File: config.mk
export PLATFORM = sky130hd
export DESIGN_NAME = bscmc_relax
export DESIGN_NICKNAME = d
export VERILOG_FILES = /design/src/rtl/bscmc_pkg.sv /design/src/rtl/bscmc_relax.sv
export SDC_FILE = /design/constraint.sdc
export NUM_CORES = 1
export LEC_CHECK = 0
export BUFFER_PORTS_ARGS = -buffer_cell sky130_fd_sc_hd__clkbuf_2
export CAP_MARGIN = 20
export CELL_PAD_IN_SITES_DETAIL_PLACEMENT = 1
export CELL_PAD_IN_SITES_GLOBAL_PLACEMENT = 1
export CORE_ASPECT_RATIO = 1.25
export CORE_MARGIN = 2
export CORE_UTILIZATION = 34
export DETAILED_ROUTE_END_ITERATION = 10
export PLACE_DENSITY_LB_ADDON = 0.1
export SETUP_SLACK_MARGIN = 0.05
export SYNTH_ARGS = -nofsm -noshare
export SYNTH_HDL_FRONTEND = slang
export SYNTH_SLANG_ARGS = --single-unit
File: constraint.sdc
create_clock -name clk -period 6.2 [get_ports clk]
set_input_delay 1.24 -clock clk [delete_from_list [all_inputs] [get_ports clk]]
set_output_delay 1.24 -clock clk [all_outputs]
set_load 0.01 [all_outputs]
File: src/rtl/bscmc_pkg.sv
// ----------------------------------------------------------------------------
// bscmc_pkg
// Field widths and fixed constants for the set cover cost engine.
// ----------------------------------------------------------------------------
package bscmc_pkg;

  localparam int KEY_COST_W   = 20;
  localparam int KEY_MASK_W   = 12;
  localparam int ITEM_CNT_W   = 4;
  localparam int OUT_COST_W   = 31;
  localparam int IN_TDATA_W   = 32;
  localparam int OUT_TDATA_W  = 32;

  localparam logic [ITEM_CNT_W-1:0] ITEM_CNT_RST = 4'd12;

endpackage

File: src/rtl/bscmc_relax.sv
// ----------------------------------------------------------------------------
// bscmc_relax
// Relax stage: saturating add of the key cost, compare against the target
// entry, write back the lower cost. Forwards the previous write.
// ----------------------------------------------------------------------------
module bscmc_relax #(
  parameter int ADDR_W    = 12,
  parameter int COST_BITS = 31
) (
  input  logic                                clk,
  input  logic                                rst_n,
  input  logic                                iss_vld,
  input  logic [ADDR_W-1:0]                   iss_m,
  input  logic [ADDR_W-1:0]                   iss_t,
  input  logic [bscmc_pkg::KEY_COST_W-1:0]    key_cost,
  input  logic [COST_BITS-1:0]                rd_m,
  input  logic [COST_BITS-1:0]                rd_t,
  output logic                                we,
  output logic [ADDR_W-1:0]                   waddr,
  output logic [COST_BITS-1:0]                wdata
);

  import bscmc_pkg::*;

  localparam int SUM_W = ((COST_BITS > KEY_COST_W) ? COST_BITS : KEY_COST_W) + 1;
  localparam logic [COST_BITS-1:0] ONES = {COST_BITS{1'b1}};

  logic                 p_vld_r;
  logic [ADDR_W-1:0]    p_m_r;
  logic [ADDR_W-1:0]    p_t_r;
  logic                 fw_vld_r;
  logic [ADDR_W-1:0]    fw_addr_r;
  logic [COST_BITS-1:0] fw_data_r;

  logic [COST_BITS-1:0] val_m;
  logic [COST_BITS-1:0] val_t;
  logic [SUM_W-1:0]     sum;
  logic [COST_BITS-1:0] cand;
  logic                 upd;

  always_comb begin
    val_m = (fw_vld_r && (fw_addr_r == p_m_r)) ? fw_data_r : rd_m;
    val_t = (fw_vld_r && (fw_addr_r == p_t_r)) ? fw_data_r : rd_t;
    sum   = SUM_W'(val_m) + SUM_W'(key_cost);
    cand  = (sum >= SUM_W'(ONES)) ? ONES : COST_BITS'(sum);
    upd   = p_vld_r && (cand < val_t);
  end

  assign we    = upd;
  assign waddr = p_t_r;
  assign wdata = cand;

  always_ff @(posedge clk) begin
    if (!rst_n) begin
      p_vld_r  <= 1'b0;
      fw_vld_r <= 1'b0;
    end else begin
      p_vld_r  <= iss_vld;
      fw_vld_r <= upd;
    end
    p_m_r     <= iss_m;
    p_t_r     <= iss_t;
    fw_addr_r <= p_t_r;
    fw_data_r <= cand;
  end

endmodule

* Yosys cells after proc, flatten, opt, wreduce, memory -nomap -nowiden
Cells that the tools add are included.
Word-level totals: bits in registers 69, bits of input ports 109, output and inout port bits 44
Operators by class: add/subtract/negate cells 1, magnitude comparators 2, eq/ne operators 2, multiplexer cells 3, reductions and logical operators 3
Operator list (count):
- $mux 31 | 3
- $add 31x20->32 | 1
- $ge 32x31->1 const B | 1
- $lt 31x31->1 | 1
- $eq 12x12->1 | 2
- $logic_and 1x1->1 | 3

* Logic depth before layout (Yosys ltp)
depth in word-level cells 8, mapped depth 24, gate-level depth less buffers 22

* Least setup slack after synthesis
No wires, ideal clock.
path kind register to output, start point reg fw_addr_r[9], end point out we, data arrival time 5082 ps, path slack -122 ps, cell stages (with the launch flop) 25, buffers on the path 4, path through dfxtp_1 -> xnor2_1 -> nand4_1 -> nor4_4 -> buf_2 -> buf_2 -> mux2_2 -> ha_1 -> clkbuf_2 -> and3_1 -> buf_2 -> nand4_1 -> o21ai_1 -> a41o_1 -> a21o_1 -> and3_1 -> o21ai_0 -> ha_1 -> a21o_1 -> a21o_1 -> a21oi_1 -> o2111ai_1 -> a211oi_1 -> nand4_1 -> nand2_1
Between the ends: word-level cells in the longest chain between the ends 8
Ends and longest elaborated chain:
- from (decl) | RTL line bscmc_relax.sv:32 | logic [ADDR_W-1:0] fw_addr_r;
- from (signal assigned) | RTL line bscmc_relax.sv:63 | fw_addr_r <= p_t_r;
- $eq 12x12->1 * | RTL line bscmc_relax.sv:42 | val_m = (fw_vld_r && (fw_addr_r == p_m_r)) ? fw_data_r : rd_m;
- $logic_and 1x1->1 * | RTL line bscmc_relax.sv:42
- $mux 31 * | RTL line bscmc_relax.sv:42
- $add 31x20->32 * | RTL line bscmc_relax.sv:44 | sum = SUM_W'(val_m) + SUM_W'(key_cost);
- $ge 32x31->1 | RTL line bscmc_relax.sv:45 | cand = (sum >= SUM_W'(ONES)) ? ONES : COST_BITS'(sum);
- $mux 31 * | RTL line bscmc_relax.sv:45
- named net wdata[24] | RTL line bscmc_relax.sv:20 | output logic [COST_BITS-1:0] wdata
- $lt 31x31->1 * | RTL line bscmc_relax.sv:46 | upd = p_vld_r && (cand < val_t);
- $logic_and 1x1->1 * | RTL line bscmc_relax.sv:46
- to (decl) | RTL line bscmc_relax.sv:18 | output logic we,
Mark *: on every way through the listed nets, which the timed path passes. The rest lies on a longest branch.

* Worst setup path in the final report
start point reg fw_addr_r[6], end point out we
Between the ends: word-level cells in the longest chain between the ends 8
Ends and longest elaborated chain (RTL line):
- $eq 12x12->1 | bscmc_relax.sv:42
- $logic_and 1x1->1 | bscmc_relax.sv:42
- $mux 31 | bscmc_relax.sv:42
- $add 31x20->32 | bscmc_relax.sv:44
- $ge 32x31->1 | bscmc_relax.sv:45
- $mux 31 | bscmc_relax.sv:45
- $lt 31x31->1 * | bscmc_relax.sv:46
- $logic_and 1x1->1 * | bscmc_relax.sv:46
Mark *: on every way between the ends. The rest lies on a longest branch, timed or not.

==> reports/qor.yml <==
root_buffer: "clkbuf_16"
p_seq_share_pct: 33.1
via_per_inst: 5.295
postSynthCellCount: 508
pwr-share-clk_pct: 32.0
postSynthNetCount: 668
die_h_um: 134.9
ir_worst_vdd_mv: 0.1840
synth_edf_count: 0
cts_buffers: 9
cp-end-kind: "output port"
p_leak_nw: 3.291
initial_core_util_pct: 35.06
die_area_um2: 14660
drc_errors: 0
dp_slack_ps: -448.8
drv_cap: 0
grt_max_degree: 32
wire_per_inst_um: 18.17
synth_top_area_share_pct: 29.65
period_needed_ps: 6699
total_power_mw: 1.580
p_int_mw: 1.054
reg2reg_setup_slack_ps: 880
layout.nets: 933
num_rows: 47
drtAntennaViolNets: 0
clk_latency_ps: 350
cts_hold_buf: 0
setup_viol: 1
max_freq_mhz: 149.3
io_buffers: 152
r2r_start: "fw_addr_r[6]"
worstHoldStart: "waddr[4]"
antenna_found_initial: 0
clockBufferDepth: 2
critPathLaunchType: "flip-flop"
overflow: 0
hpwl_um: 13470
drt-total-wl_um: 17240
grt_pass1_vias: 5358
yosys.area.top_type: "dfxtp_1"
firstDrtPassIters: 4
cts_sinks: 69
synth_ff_type: "dfxtp_1"
tritoncts: "built"
cp_max_fo: 7
fin_util_pct: 54.38
drt_iter0_markers: 144
powerDensity_nw_per_um2: 218.7
async_flop_share_pct: 0
hp-class: "flip-flop to flip-flop"
synth-seq-cells: 69
grt_pass1_wl_um: 25540
synth.distinct_cells: 57
clkTransAtPathRegs_ps: 60
finClkSkew_ps: 11.52
synth_area_leaders: "dfxtp_1, ha_1, mux2i_1"
setup_ws_ps: -499.3
ys_seq_area_share_pct: 29.65
area_growth_pct: 55.10
whs_ps: 376.8
criticalPathCategory: "flip-flop to output port"
diodes: 0
p_sw_mw: 0.5260
p_sw_share_pct: 33.28
p_comb_share_pct: 34.9
hold_viol: 0
cts_max_level: 3
tightest_slew_ps: 617.5
avgSynthCellArea_um2: 9.172
rsz0062_at_grt: "true"
outcome: "finished, violations left"
gp_congestion: 0.8386
die_w_um: 108.7
instances_no_fill: 949
synth_warnings: 0
io-pin-count: 153
grt_usage_pct: 22.46
post-place-cells: 921
core_area_um2: 13290
finalMaxSlewViolations: 0
violations: "negative setup slack"
drive_above_1_share_pct: 49.49
syn_area_um2: 4659
cp_data_required_time_ps: 4960
vias: 5025
startpoint: "fw_addr_r[6]"
period_share_pct: 108.1
relSlewSlack_pct: 58.52
arrival_ps: 5460
-- stage by stage --
stage / cell area [µm²] / setup TNS, ps
after detailed placement: 6371 / -448.8
final: 7227 / -499.3
after CTS: 6670 / -587.2
after global placement: 6371 / -314.2
after global routing: 7227 / -811.9
after floorplan: 4664 / 0
-- cell type report --
type | instances | area (µm²)
clock buffer | 11 | 242.7
clock inverter | 5 | 42.54
fill | 1586 | 6063
inverter | 13 | 48.80
multi-input combinational | 410 | 3572
sequential | 69 | 1388
tap | 171 | 214.0
timing repair buffer | 270 | 1719
-- logic make-up (layout without fill, tap and decap cells) --
group	count (synthesis)	in the layout	share of synthesized area [%]
simple gates	133	133	14.53
compound gates	126	126	17.86
flops	69	69	29.65
mux	63	63	14.21
fa+ha+maj	51	51	13.86
xor+xnor	37	37	6.955
buf+inv	29	299	2.954
-- cell usage in the layout, fill, tap and decap left out, types with 9 or more instances in the layout --
cell       synthesis  routed
a21o_1            11      10
a21oi_1           26      18
buf_4              1     111
clkbuf_16          0      10
clkbuf_2           1     151
dfxtp_1           69      64
ha_1              50      36
ha_4               0      11
inv_1             13      12
mux2_2            25      24
mux2i_1           38      37
nand2_1           38      36
nand3_1           15      14
nand4_1           18      18
nor2_1            23      20
o21ai_0           31      16
o21ai_1            5      13
xnor2_1           28      23
xor2_1             9       9
-- synthesized netlist by cell type (3+ instances only) --
cell	number
dfxtp_1	69
ha_1	50
mux2i_1	38
nand2_1	38
o21ai_0	31
xnor2_1	28
a21oi_1	26
mux2_2	25
nor2_1	23
nand4_1	18
nand3_1	15
buf_2	13
inv_1	13
a21o_1	11
nor3_1	10
xor2_1	9
a211oi_1	7
and3_1	7
a31oi_1	6
nor2b_1	5
o211ai_1	5
o21a_1	5
o21ai_1	5
a41oi_1	4
nand2b_1	4
a2111oi_0	3
and4_1	3
o21ai_2	3
-- worst max-delay path, cell delays in order, from the launching register on --
cell	delay, ps
dfxtp_2	330
xnor2_2	140
nand4_1	210
nor4_4	330
buf_4	200
buf_12	140
buf_12	120
mux2_2	350
ha_4	290
buf_4	120
nand3_1	120
nor2_2	160
nand3_1	120
a21oi_2	130
buf_6	150
o221ai_4	140
buf_6	190
and2_0	160
mux2i_2	250
ha_4	260
o21ai_2	150
nand2b_1	90
a31o_2	270
a211oi_4	300
nand4_1	160
nand2_1	120
buf_6	110
-- final timing paths --
check            endpoint  cells past startpoint
min          fw_addr_r[4]                      0
min reg2reg  fw_addr_r[4]                      0
max reg2reg      fw_vld_r                     27
max                    we                     26
-- power by group through the flow --
stage,Sequential (mW),Combinational (mW),Clock (mW)
global placement,0.527,0.464,0
floorplan,0.521,0.237,0
CTS,0.520,0.482,0.520
finish,0.522,0.552,0.506
global route,0.528,0.604,0.536
detailed placement,0.530,0.475,0
-- routing by layer --
metal  wire length, µm  GRT usage, %  vias to the layer above
li1                  -             -                     2435
met1              6740         23.91                     2433
met2              9344         42.26                      123
met3               716         5.019                       34
met4               437         8.618                        0
met5                 0             0                        -
-- registers in the layout (all words and copies together) (netlist names) --
register,count
fw_data_r,31
fw_addr_r,12
p_m_r,12
waddr,12
fw_vld_r,1
p_vld_r,1
-- repair_timing --
| item | in CTS | in global routing |
|---|---|---|
| gates resized for setup | 6 | 96 |
| buffers inserted | 0 | 11 |
| setup endpoints to repair | 1 | 1 |
| pin swaps | 1 | 45 |
| gates cloned | 0 | 1 |
Power figures use the tool's default switching activity.
